## src/rtl/rsa_pkg.sv

```systemverilog
// rsa_pkg: shared constants and the sequencer state type of the running
// statistics accumulator. No dependencies.
`default_nettype none
package rsa_pkg;
	localparam int VALUE_BITS_DEF = 32;
	localparam int FRAC_BITS_DEF  = 16;
	localparam int COUNT_BITS_DEF = 32;
	localparam int TIME_BITS_DEF  = 32;

	typedef enum logic [3:0] {
		S_IDLE,
		S_MEAN,
		S_MFIX,
		S_SQ,
		S_SCALE,
		S_CROSS,
		S_SUM,
		S_DIV,
		S_ROOT,
		S_OUT
	} state_t;
endpackage
`default_nettype wire

```

## src/rtl/rsa_mul.sv

```systemverilog
// rsa_mul: bit-serial shift-and-add multiplier, one multiplier bit per cycle.
// Stand-alone; used by running_stats_accumulator.
`default_nettype none
module rsa_mul #(
	parameter int AW = 97,
	parameter int BW = 33
) (
	input  wire logic          clk,
	input  wire logic          arst_n,
	input  wire logic          start,
	input  wire logic [AW-1:0] a,
	input  wire logic [BW-1:0] b,
	output logic               done,
	output logic [AW-1:0]      prod
);
	localparam int CW = $clog2(BW + 1);

	logic [AW-1:0] a_q, acc_q;
	logic [BW-1:0] b_q;
	logic [CW-1:0] cnt_q;
	logic          busy_q, done_q;

	always_ff @(posedge clk or negedge arst_n) begin
		if (!arst_n) begin
			busy_q <= 1'b0;
			done_q <= 1'b0;
			cnt_q  <= '0;
		end else begin
			done_q <= 1'b0;
			if (start) begin
				busy_q <= 1'b1;
				cnt_q  <= CW'(BW);
			end else if (busy_q) begin
				cnt_q <= cnt_q - 1'b1;
				if (cnt_q == CW'(1)) begin
					busy_q <= 1'b0;
					done_q <= 1'b1;
				end
			end
		end
	end

	always_ff @(posedge clk) begin
		if (start) begin
			a_q   <= a;
			b_q   <= b;
			acc_q <= '0;
		end else if (busy_q) begin
			if (b_q[0]) acc_q <= acc_q + a_q;
			a_q <= {a_q[AW-2:0], 1'b0};
			b_q <= {1'b0, b_q[BW-1:1]};
		end
	end

	assign done = done_q;
	assign prod = acc_q;
endmodule
`default_nettype wire

```

## src/rtl/rsa_div.sv

```systemverilog
// rsa_div: restoring bit-serial divider, one quotient bit per cycle, with a
// loadable iteration count. Stand-alone; used by running_stats_accumulator.
`default_nettype none
module rsa_div #(
	parameter int NW = 97,
	parameter int DW = 32
) (
	input  wire logic                    clk,
	input  wire logic                    arst_n,
	input  wire logic                    start,
	input  wire logic [$clog2(NW+1)-1:0] iters,
	input  wire logic [NW-1:0]           num,
	input  wire logic [DW-1:0]           den,
	output logic                         done,
	output logic [NW-1:0]                quo,
	output logic [DW-1:0]                rem
);
	localparam int IW = $clog2(NW + 1);

	logic [NW-1:0] num_q, quo_q;
	logic [DW-1:0] den_q, rem_q;
	logic [IW-1:0] cnt_q;
	logic          busy_q, done_q;
	logic [DW:0]   trial;
	logic          take;

	always_comb begin
		trial = {rem_q, num_q[NW-1]};
		take  = (trial >= {1'b0, den_q});
	end

	always_ff @(posedge clk or negedge arst_n) begin
		if (!arst_n) begin
			busy_q <= 1'b0;
			done_q <= 1'b0;
			cnt_q  <= '0;
		end else begin
			done_q <= 1'b0;
			if (start) begin
				busy_q <= 1'b1;
				cnt_q  <= iters;
			end else if (busy_q) begin
				cnt_q <= cnt_q - 1'b1;
				if (cnt_q == IW'(1)) begin
					busy_q <= 1'b0;
					done_q <= 1'b1;
				end
			end
		end
	end

	always_ff @(posedge clk) begin
		if (start) begin
			num_q <= num;
			den_q <= den;
			quo_q <= '0;
			rem_q <= '0;
		end else if (busy_q) begin
			num_q <= {num_q[NW-2:0], 1'b0};
			quo_q <= {quo_q[NW-2:0], take};
			rem_q <= take ? DW'(trial - {1'b0, den_q}) : trial[DW-1:0];
		end
	end

	assign done = done_q;
	assign quo  = quo_q;
	assign rem  = rem_q;
endmodule
`default_nettype wire

```

## src/rtl/rsa_sqrt.sv

```systemverilog
// rsa_sqrt: digit-by-digit floor square root, two radicand bits per cycle,
// saturating at all ones. Stand-alone; used by running_stats_accumulator.
`default_nettype none
module rsa_sqrt #(
	parameter int NW = 97,
	parameter int VB = 32
) (
	input  wire logic          clk,
	input  wire logic          arst_n,
	input  wire logic          start,
	input  wire logic [NW-1:0] val,
	output logic               done,
	output logic [VB-1:0]      root
);
	localparam int CW = $clog2(VB + 1);
	localparam int RW = VB + 3;

	logic [2*VB-1:0] v_q;
	logic [VB-1:0]   root_q;
	logic [RW-1:0]   rem_q;
	logic [CW-1:0]   cnt_q;
	logic            busy_q, done_q, sat_q;
	logic [RW-1:0]   nxt, trial;
	logic            take;

	always_comb begin
		nxt   = {rem_q[VB:0], v_q[2*VB-1:2*VB-2]};
		trial = {1'b0, root_q, 2'b01};
		take  = (nxt >= trial);
	end

	always_ff @(posedge clk or negedge arst_n) begin
		if (!arst_n) begin
			busy_q <= 1'b0;
			done_q <= 1'b0;
			cnt_q  <= '0;
		end else begin
			done_q <= 1'b0;
			if (start) begin
				busy_q <= 1'b1;
				cnt_q  <= CW'(VB);
			end else if (busy_q) begin
				cnt_q <= cnt_q - 1'b1;
				if (cnt_q == CW'(1)) begin
					busy_q <= 1'b0;
					done_q <= 1'b1;
				end
			end
		end
	end

	always_ff @(posedge clk) begin
		if (start) begin
			v_q    <= val[2*VB-1:0];
			sat_q  <= (val[NW-1:2*VB] != '0);
			root_q <= '0;
			rem_q  <= '0;
		end else if (busy_q) begin
			v_q    <= {v_q[2*VB-3:0], 2'b00};
			root_q <= {root_q[VB-2:0], take};
			rem_q  <= take ? nxt - trial : nxt;
		end
	end

	assign done = done_q;
	assign root = sat_q ? '1 : root_q;
endmodule
`default_nettype wire

```

## src/rtl/running_stats_accumulator.sv

```systemverilog
// running_stats_accumulator: top level, sequencer and statistics registers.
// Depends on rsa_pkg, rsa_mul, rsa_div and rsa_sqrt.
//
// Each transaction on the s_ side either adds a sample (tuser 0) or clears all
// statistics (tuser 1) and yields one transaction on the m_ side carrying the
// count, time span, min, max, mean and population standard deviation. A clear
// goes straight from idle to the output state; an add runs the bit-serial
// divider for the mean, three serial multiplications, the serial variance
// division and the serial square root before the output state. One item is
// processed at a time; a new item is taken while a finished result still
// waits on the m_ side, and the next result holds the sequencer until the
// waiting one is taken.
`default_nettype none
module running_stats_accumulator #(
	parameter int VALUE_BITS = rsa_pkg::VALUE_BITS_DEF,
	parameter int FRAC_BITS  = rsa_pkg::FRAC_BITS_DEF,
	parameter int COUNT_BITS = rsa_pkg::COUNT_BITS_DEF,
	parameter int TIME_BITS  = rsa_pkg::TIME_BITS_DEF,
	localparam int IN_W  = ((VALUE_BITS + TIME_BITS + 7) / 8) * 8,
	localparam int OUT_W = ((COUNT_BITS + 2*TIME_BITS + 4*VALUE_BITS + 7) / 8) * 8
) (
	input  wire logic             clk,
	input  wire logic             arst_n,
	input  wire logic             s_tvalid,
	output logic                  s_tready,
	// sample_value, sample_time
	input  wire logic [IN_W-1:0]  s_tdata,
	// opcode
	input  wire logic             s_tuser,
	output logic                  m_tvalid,
	input  wire logic             m_tready,
	// entry_count, time_first, time_last, value_min, value_max, mean_out,
	// deviation_out
	output logic [OUT_W-1:0]      m_tdata
);
	localparam int VB = VALUE_BITS;
	localparam int CB = COUNT_BITS;
	localparam int TB = TIME_BITS;
	localparam int NW = 2*VB + CB + 1;
	localparam int MB = (VB + 1 > CB) ? VB + 1 : CB;
	localparam int IW = $clog2(NW + 1);
	localparam int PAD = OUT_W - (CB + 2*TB + 4*VB);
	// binary point of mean and deviation needs no scaling
	localparam int FB_UNUSED = FRAC_BITS;

	rsa_pkg::state_t state_q, state_d;

	logic [CB-1:0] cnt_q;
	logic [TB-1:0] tfirst_q, tlast_q;
	logic signed [VB-1:0] min_q, max_q, mean_q, oldm_q, x_q;
	logic [VB-1:0] dev_q;
	logic          dneg_q;
	logic [VB:0]   absn_q, abso_q;
	logic [NW-1:0] prod_q, num_q;

	logic [TB-1:0] r_tfirst_q, r_tlast_q;
	logic signed [VB-1:0] r_min_q, r_max_q, r_mean_q;
	logic [VB-1:0] r_dev_q;
	logic [CB-1:0] r_cnt_q;
	logic          mvalid_q;

	logic accept, out_free;
	logic signed [VB-1:0] in_x;
	logic [TB-1:0] in_t;
	logic signed [VB:0] in_d;
	logic [VB:0]   in_mag;

	logic          mul_start, mul_done;
	logic [NW-1:0] mul_a, mul_p;
	logic [MB-1:0] mul_b;
	logic          div_start, div_done;
	logic [IW-1:0] div_iters;
	logic [NW-1:0] div_num, div_quo;
	logic [CB-1:0] div_den;
	logic [CB-1:0] div_rem;
	logic          sqrt_start, sqrt_done;
	logic [VB-1:0] sqrt_root;

	logic signed [VB+1:0] q_s, newm_w;
	logic signed [VB:0]   dn, dold;

	assign in_x     = s_tdata[VB-1:0];
	assign in_t     = s_tdata[VB+TB-1:VB];
	assign s_tready = (state_q == rsa_pkg::S_IDLE);
	assign accept   = s_tvalid && s_tready;
	assign out_free = !mvalid_q || m_tready;
	assign in_d     = {in_x[VB-1], in_x} - {mean_q[VB-1], mean_q};
	assign in_mag   = in_d[VB] ? (VB+1)'(-in_d) : in_d;
	// divide the mean step by the count that includes this sample
	assign div_den  = (state_q == rsa_pkg::S_IDLE && cnt_q != '1) ? cnt_q + 1'b1 : cnt_q;

	// fix floor quotient up to truncation toward zero
	always_comb begin
		q_s    = dneg_q ? -{1'b0, div_quo[VB:0]} - (VB+2)'(div_rem != '0)
		                : {1'b0, div_quo[VB:0]};
		newm_w = {{2{oldm_q[VB-1]}}, oldm_q} + q_s;
		if (newm_w[VB+1] && (div_rem != '0)) newm_w = newm_w + 1'b1;
		dn   = {x_q[VB-1], x_q} - newm_w[VB:0];
		dold = {x_q[VB-1], x_q} - {oldm_q[VB-1], oldm_q};
	end

	always_comb begin
		state_d    = state_q;
		mul_start  = 1'b0;
		div_start  = 1'b0;
		sqrt_start = 1'b0;
		mul_a      = NW'(dev_q);
		mul_b      = MB'(dev_q);
		div_num    = num_q;
		div_iters  = IW'(NW);
		case (state_q)
			rsa_pkg::S_IDLE: begin
				div_num   = {in_mag, {(NW-VB-1){1'b0}}};
				div_iters = IW'(VB + 1);
				if (accept) begin
					if (s_tuser) begin
						state_d = rsa_pkg::S_OUT;
					end else begin
						div_start = 1'b1;
						state_d   = rsa_pkg::S_MEAN;
					end
				end
			end
			rsa_pkg::S_MEAN: if (div_done) state_d = rsa_pkg::S_MFIX;
			rsa_pkg::S_MFIX: begin
				mul_start = 1'b1;
				state_d   = rsa_pkg::S_SQ;
			end
			rsa_pkg::S_SQ: begin
				mul_a = mul_p;
				mul_b = MB'(cnt_q - 1'b1);
				if (mul_done) begin
					mul_start = 1'b1;
					state_d   = rsa_pkg::S_SCALE;
				end
			end
			rsa_pkg::S_SCALE: begin
				mul_a = NW'(absn_q);
				mul_b = MB'(abso_q);
				if (mul_done) begin
					mul_start = 1'b1;
					state_d   = rsa_pkg::S_CROSS;
				end
			end
			rsa_pkg::S_CROSS: if (mul_done) state_d = rsa_pkg::S_SUM;
			rsa_pkg::S_SUM: begin
				div_start = 1'b1;
				state_d   = rsa_pkg::S_DIV;
			end
			rsa_pkg::S_DIV: if (div_done) begin
				sqrt_start = 1'b1;
				state_d    = rsa_pkg::S_ROOT;
			end
			rsa_pkg::S_ROOT: if (sqrt_done) state_d = rsa_pkg::S_OUT;
			rsa_pkg::S_OUT: if (out_free) state_d = rsa_pkg::S_IDLE;
			default: state_d = rsa_pkg::S_IDLE;
		endcase
	end

	always_ff @(posedge clk or negedge arst_n) begin
		if (!arst_n) begin
			state_q  <= rsa_pkg::S_IDLE;
			mvalid_q <= 1'b0;
			cnt_q    <= '0;
			tfirst_q <= '0;
			tlast_q  <= '0;
			min_q    <= '0;
			max_q    <= '0;
			mean_q   <= '0;
			dev_q    <= '0;
		end else begin
			state_q  <= state_d;
			mvalid_q <= (state_q == rsa_pkg::S_OUT && out_free) ? 1'b1
			                                                   : (mvalid_q && !m_tready);
			if (accept) begin
				if (s_tuser) begin
					cnt_q    <= '0;
					tfirst_q <= '0;
					tlast_q  <= '0;
					min_q    <= '0;
					max_q    <= '0;
					mean_q   <= '0;
					dev_q    <= '0;
				end else begin
					if (cnt_q == '0) begin
						tfirst_q <= in_t;
						tlast_q  <= in_t;
						min_q    <= in_x;
						max_q    <= in_x;
					end else begin
						if (in_t < tfirst_q) tfirst_q <= in_t;
						if (in_t > tlast_q)  tlast_q  <= in_t;
						if (in_x < min_q)    min_q    <= in_x;
						if (in_x > max_q)    max_q    <= in_x;
					end
					if (cnt_q != '1) cnt_q <= cnt_q + 1'b1;
				end
			end
			if (state_q == rsa_pkg::S_MFIX) mean_q <= newm_w[VB-1:0];
			if (state_q == rsa_pkg::S_ROOT && sqrt_done) dev_q <= sqrt_root;
		end
	end

	always_ff @(posedge clk) begin
		if (accept) begin
			x_q    <= in_x;
			oldm_q <= mean_q;
			dneg_q <= in_d[VB];
		end
		if (state_q == rsa_pkg::S_MFIX) begin
			absn_q <= dn[VB] ? (VB+1)'(-dn) : dn;
			abso_q <= dold[VB] ? (VB+1)'(-dold) : dold;
		end
		if (state_q == rsa_pkg::S_SCALE && mul_done) prod_q <= mul_p;
		if (state_q == rsa_pkg::S_CROSS && mul_done) num_q <= prod_q + mul_p;
		if (state_q == rsa_pkg::S_OUT && out_free) begin
			r_cnt_q    <= cnt_q;
			r_tfirst_q <= tfirst_q;
			r_tlast_q  <= tlast_q;
			r_min_q    <= min_q;
			r_max_q    <= max_q;
			r_mean_q   <= mean_q;
			r_dev_q    <= dev_q;
		end
	end

	rsa_mul #(.AW(NW), .BW(MB)) u_mul (
		.clk(clk), .arst_n(arst_n), .start(mul_start), .a(mul_a), .b(mul_b),
		.done(mul_done), .prod(mul_p)
	);

	rsa_div #(.NW(NW), .DW(CB)) u_div (
		.clk(clk), .arst_n(arst_n), .start(div_start), .iters(div_iters),
		.num(div_num), .den(div_den), .done(div_done), .quo(div_quo), .rem(div_rem)
	);

	rsa_sqrt #(.NW(NW), .VB(VB)) u_sqrt (
		.clk(clk), .arst_n(arst_n), .start(sqrt_start), .val(div_quo),
		.done(sqrt_done), .root(sqrt_root)
	);

	assign m_tvalid = mvalid_q;
	generate
		if (PAD > 0) begin : g_pad
			assign m_tdata = {{PAD{1'b0}}, r_dev_q, r_mean_q, r_max_q, r_min_q,
			                  r_tlast_q, r_tfirst_q, r_cnt_q};
		end else begin : g_nopad
			assign m_tdata = {r_dev_q, r_mean_q, r_max_q, r_min_q,
			                  r_tlast_q, r_tfirst_q, r_cnt_q};
		end
	endgenerate
endmodule
`default_nettype wire

```

## config.mk

```make
export PLATFORM = sky130hd
export DESIGN_NAME = running_stats_accumulator
export DESIGN_NICKNAME = d
export VERILOG_FILES = /design/src/rtl/rsa_pkg.sv /design/src/rtl/rsa_mul.sv /design/src/rtl/rsa_div.sv /design/src/rtl/rsa_sqrt.sv /design/src/rtl/running_stats_accumulator.sv
export SDC_FILE = /design/constraint.sdc
export NUM_CORES = 2
export LEC_CHECK = 0
export BUFFER_PORTS_ARGS = -buffer_cell sky130_fd_sc_hd__buf_2
export CAP_MARGIN = 20
export CELL_PAD_IN_SITES_DETAIL_PLACEMENT = 2
export CELL_PAD_IN_SITES_GLOBAL_PLACEMENT = 2
export CORE_UTILIZATION = 44
export CTS_BUF_LIST = sky130_fd_sc_hd__clkbuf_16
export DETAILED_ROUTE_END_ITERATION = 10
export MAX_ROUTING_LAYER = met4
export PLACE_DENSITY = 0.89
export SYNTH_ARGS = -nofsm -noshare
export SYNTH_HDL_FRONTEND = slang
export SYNTH_SLANG_ARGS = --single-unit
```

## constraint.sdc

```tcl
create_clock -name clk -period 54.5 [get_ports clk]
set_clock_uncertainty 0.05 [all_clocks]
set_input_delay 10.9 -clock clk [delete_from_list [all_inputs] [get_ports clk]]
set_output_delay 10.9 -clock clk [all_outputs]
set_load 0.1 [all_outputs]
```

==> summary by stage <==
Global route
Entering global routing, the biggest net connects 180 pins. The number of global-route vias before repair was approximately 77000. Summed over all layers, the global routing overflow is 0. The total track usage is 38.5%. The number of antenna violations at the first check in global routing is 24. The global-route wire length before repair is 526000 µm.

Status
The flow ran to the end, and the final reports show no timing, DRC or antenna violations.

Placement
Summing all placed instances gives a cell area of 84700 µm². The number of cells after detailed placement is approximately 11000. The detailed placement HPWL is 222000 µm. The congestion estimate from routability-driven global placement came to between 0.9 and 1. The port buffer count is 294.

Layout
The final standard cell count with taps included and fillers excluded is approximately 11000. The multi-input combinational cell area is 39500 µm². The library cell used most frequently in the layout, excluding fill and tap cells, is nand2_1. In the layout the commonest cells are nand2_1, edfxtp_1, nor2_1.

The post-route netlist has 9.33% of its cells at a drive strength greater than 1. The net count of the finished layout is ~9000. Across the whole layout, storage elements account for 38400 µm².

The area growth from synthesis to layout is 11.5%. Summing all non-filler instances in the final layout gives an area of about 90000 µm². After filler insertion, the fill cell instance count of the layout stands at 18400.

Die
The core region is 182000 µm². The die boundary width is 431 µm. In this run the core area contains 156 standard-cell rows.

The total die area is 185000 µm². Pin placement for this block handled 295 I/O pins. The die is 431 µm tall. The initial utilization of the core area, before any placement, comes to 44.5%.

Synthesis
Counting flops with an async set or reset pin after synthesis yields a share of 17.9%. The main flop type after synthesis is edfxtp_1. Synthesis inferred 1418 register bits.

The total number of yosys warnings is 0. The net count after synthesis is 8768. The number of enable flip-flop cells after synthesis is just under 900. The synthesized instance count is about 8200. The number of different library cells used by synthesis comes to 113.

The cell area after technology mapping is 80800 µm². The synthesized area per cell is 9.92 µm². Sequential elements use a little under half of the synthesized area.

Drt
The routed length on met1 is 137000 µm. After detailed routing, the number of remaining DRC violations is 0. The met2 wirelength from detailed routing is around 180000 µm. The number of vias per cell after detailed routing is roughly 6.6. The count of nets left with antenna violations once routing finished came out at 0. The total number of vias is between 70000 and 80000. The iteration-0 DRC count of the detailed router is 6635. The routed design has ~360000 µm of wire. The count of TritonRoute iterations in the first routing pass is 6. The top layer used by detailed routing is met4. Summed over all nets, wire length on met3 after detailed routing comes to 24300 µm. The detailed-route wire length per cell is about 33 µm.

Setup path
The start-to-end type of the worst setup path is input pin to flip-flop. Data on the critical path arrives at its endpoint at 17930 ps. The startpoint type of the worst setup path is an input pin. The worst setup path is captured at a flip-flop.

For the worst setup path, the data required time is 55130 ps. The largest fanout on the critical path is 23.

CTS
In this run, post-CTS repair resized a total of 0 instances. The master cell of the clock root buffer is clkbuf_16. Clock-pin slew was measured on the worst setup and hold paths at around 60 ps. After clock tree synthesis, the flow added hold-fix buffers numbering 0.

The clock reaches the later pin of the worst-skew pair after between 800 and 900 ps. The post-CTS setup buffer count is 0. The number of clock buffers added by TritonCTS is approximately 170. The clock passes through at most 3 buffers. The CTS sink count is roughly 1400. The level count of the clock H-tree is 4. The clock tree from TritonCTS is done.

STA
Setup violations remaining at the end of the flow were counted as 0. The final hold violation count was 0. Setup repair after global routing left no endpoint under its margin. The final-report max-slew violation count is 0.

In the final timing run, aggregate negative setup slack is 0 ps. The minimum clock period after layout is 17300 ps. The worst pin sits at a relative slew slack of 18.6%.

For the pin with the worst max-slew slack, the measured transition is ~1200 ps. The final critical path takes up 31.8% of the cycle. Timing would allow up to about 58 MHz.

Run
The number of violations of the max-capacitance limit is 0.

Hold path
The classification of the worst-slack hold path is flip-flop to flip-flop.
[registers in the layout, summed over array words and instances, names as in the netlist, 33 cells and up]
name          count
absn_q           33
abso_q           33
num_q            97
prod_q           97
u_div.num_q      97
u_div.quo        97
u_mul.a_q        97
u_mul.b_q        33
u_mul.prod       97
u_sqrt.rem_q     33
u_sqrt.v_q       64
[logic make-up after synthesis]
| logic type | after synthesis | share of synthesized area, % |
|---|---|---|
| buffers and inverters | 802 | 3.78 |
| adder cells (fa/ha/maj) | 565 | 8.77 |
| multiplexers | 246 | 3.16 |
| flip-flops | 1418 | 47.5 |
| XOR/XNOR | 547 | 6.15 |
| AND/OR/NAND/NOR | 2500 | 14.4 |
| AO/OA/AOI/OAI | 2072 | 16.2 |
[critical path, cell delays in order]
cell and delay [ps]:
buf_2 140, inv_1 170, ha_1 260, inv_1 110, fa_1 500, a21o_1 210
a21oi_1 270, o21ai_0 160, a21oi_1 280, o21ai_0 150, a21oi_1 300, o21bai_1 150
a2111oi_0 680, o21a_1 290, o21ai_0 160, or4_1 470, a31o_2 240, o41ai_1 490
nand2b_1 230, a21oi_1 90, nor3_1 220, mux2i_2 120, buf_4 240, inv_1 360
o21ai_0 210, xor2_1 200, o21ai_0 300
[layout make-up]
type / instances / share of cell area, %
timing repair buffer: 362 / 2.34
inverter: 468 / 1.96
sequential: 1418 / 42.6
clock buffer: 169 / 4.69
tap: 2370 / 3.29
multi-input combinational: 5930 / 43.8
clock inverter: 139 / 1.18
antenna: 28 / 0.0777
[path summary, 6_finish.rpt]
check | start | end | slack, ps | cells after the start
worst min-delay path | tlast_q[19] | r_tlast_q[19] | 410 | 0
worst max-delay path | s_tdata[0] | u_div.num_q[76] | 37200 | 27
worst max register to register | u_div.rem[31] | absn_q[27] | 39450 | 50
worst min register to register | tlast_q[19] | r_tlast_q[19] | 410 | 0
max in group asynchronous | arst_n | u_div.busy_q | 41870 | 3
min in group asynchronous | arst_n | tfirst_q[12] | 10010 | 1
[routing by layer]
layer / global-route usage [%] / vias to the layer above
met2: 64.0 / 3630
met5: - / -
met3: 6.67 / 1425
met1: 43.8 / 36700
li1: - / 29800
met4: 21.7 / 0
[cells in the mapped netlist, types with 86 or more instances]
cell type  count  area [µm²]
nand2_1      925        3470
edfxtp_1     873       26200
nor2_1       622        2330
o21ai_0      574        2870
a21oi_1      557        2790
ha_1         542        6780
inv_1        468        1760
xnor2_1      334        2930
clkbuf_1     298        1120
dfxtp_1      291        5830
dfrtp_1      254        6360
a21o_1       235        1760
xor2_1       199        1740
nand3_1      189         946
mux2i_1      171        1710
nor2b_1      158         988
nand2b_1     102         638
nor3_1       101         505
nand4_1       88         551
a31oi_1       86         538
[through the flow]
step | setup slack (ps) | hold WS (ps) | util, %
3_3_place_gp | 37600 | 380 | 46.6
2_1_floorplan | 27360 | 373 | -
5_1_grt | 37050 | 415 | 49.6
6_report | 37200 | 405 | 49.7
4_1_cts | 37420 | 405 | 49.6
3_5_place_dp | 37100 | 390 | 46.7
Power is not shown: default switching activity piles up to over one toggle a cycle in this logic, so the estimate is an artifact.
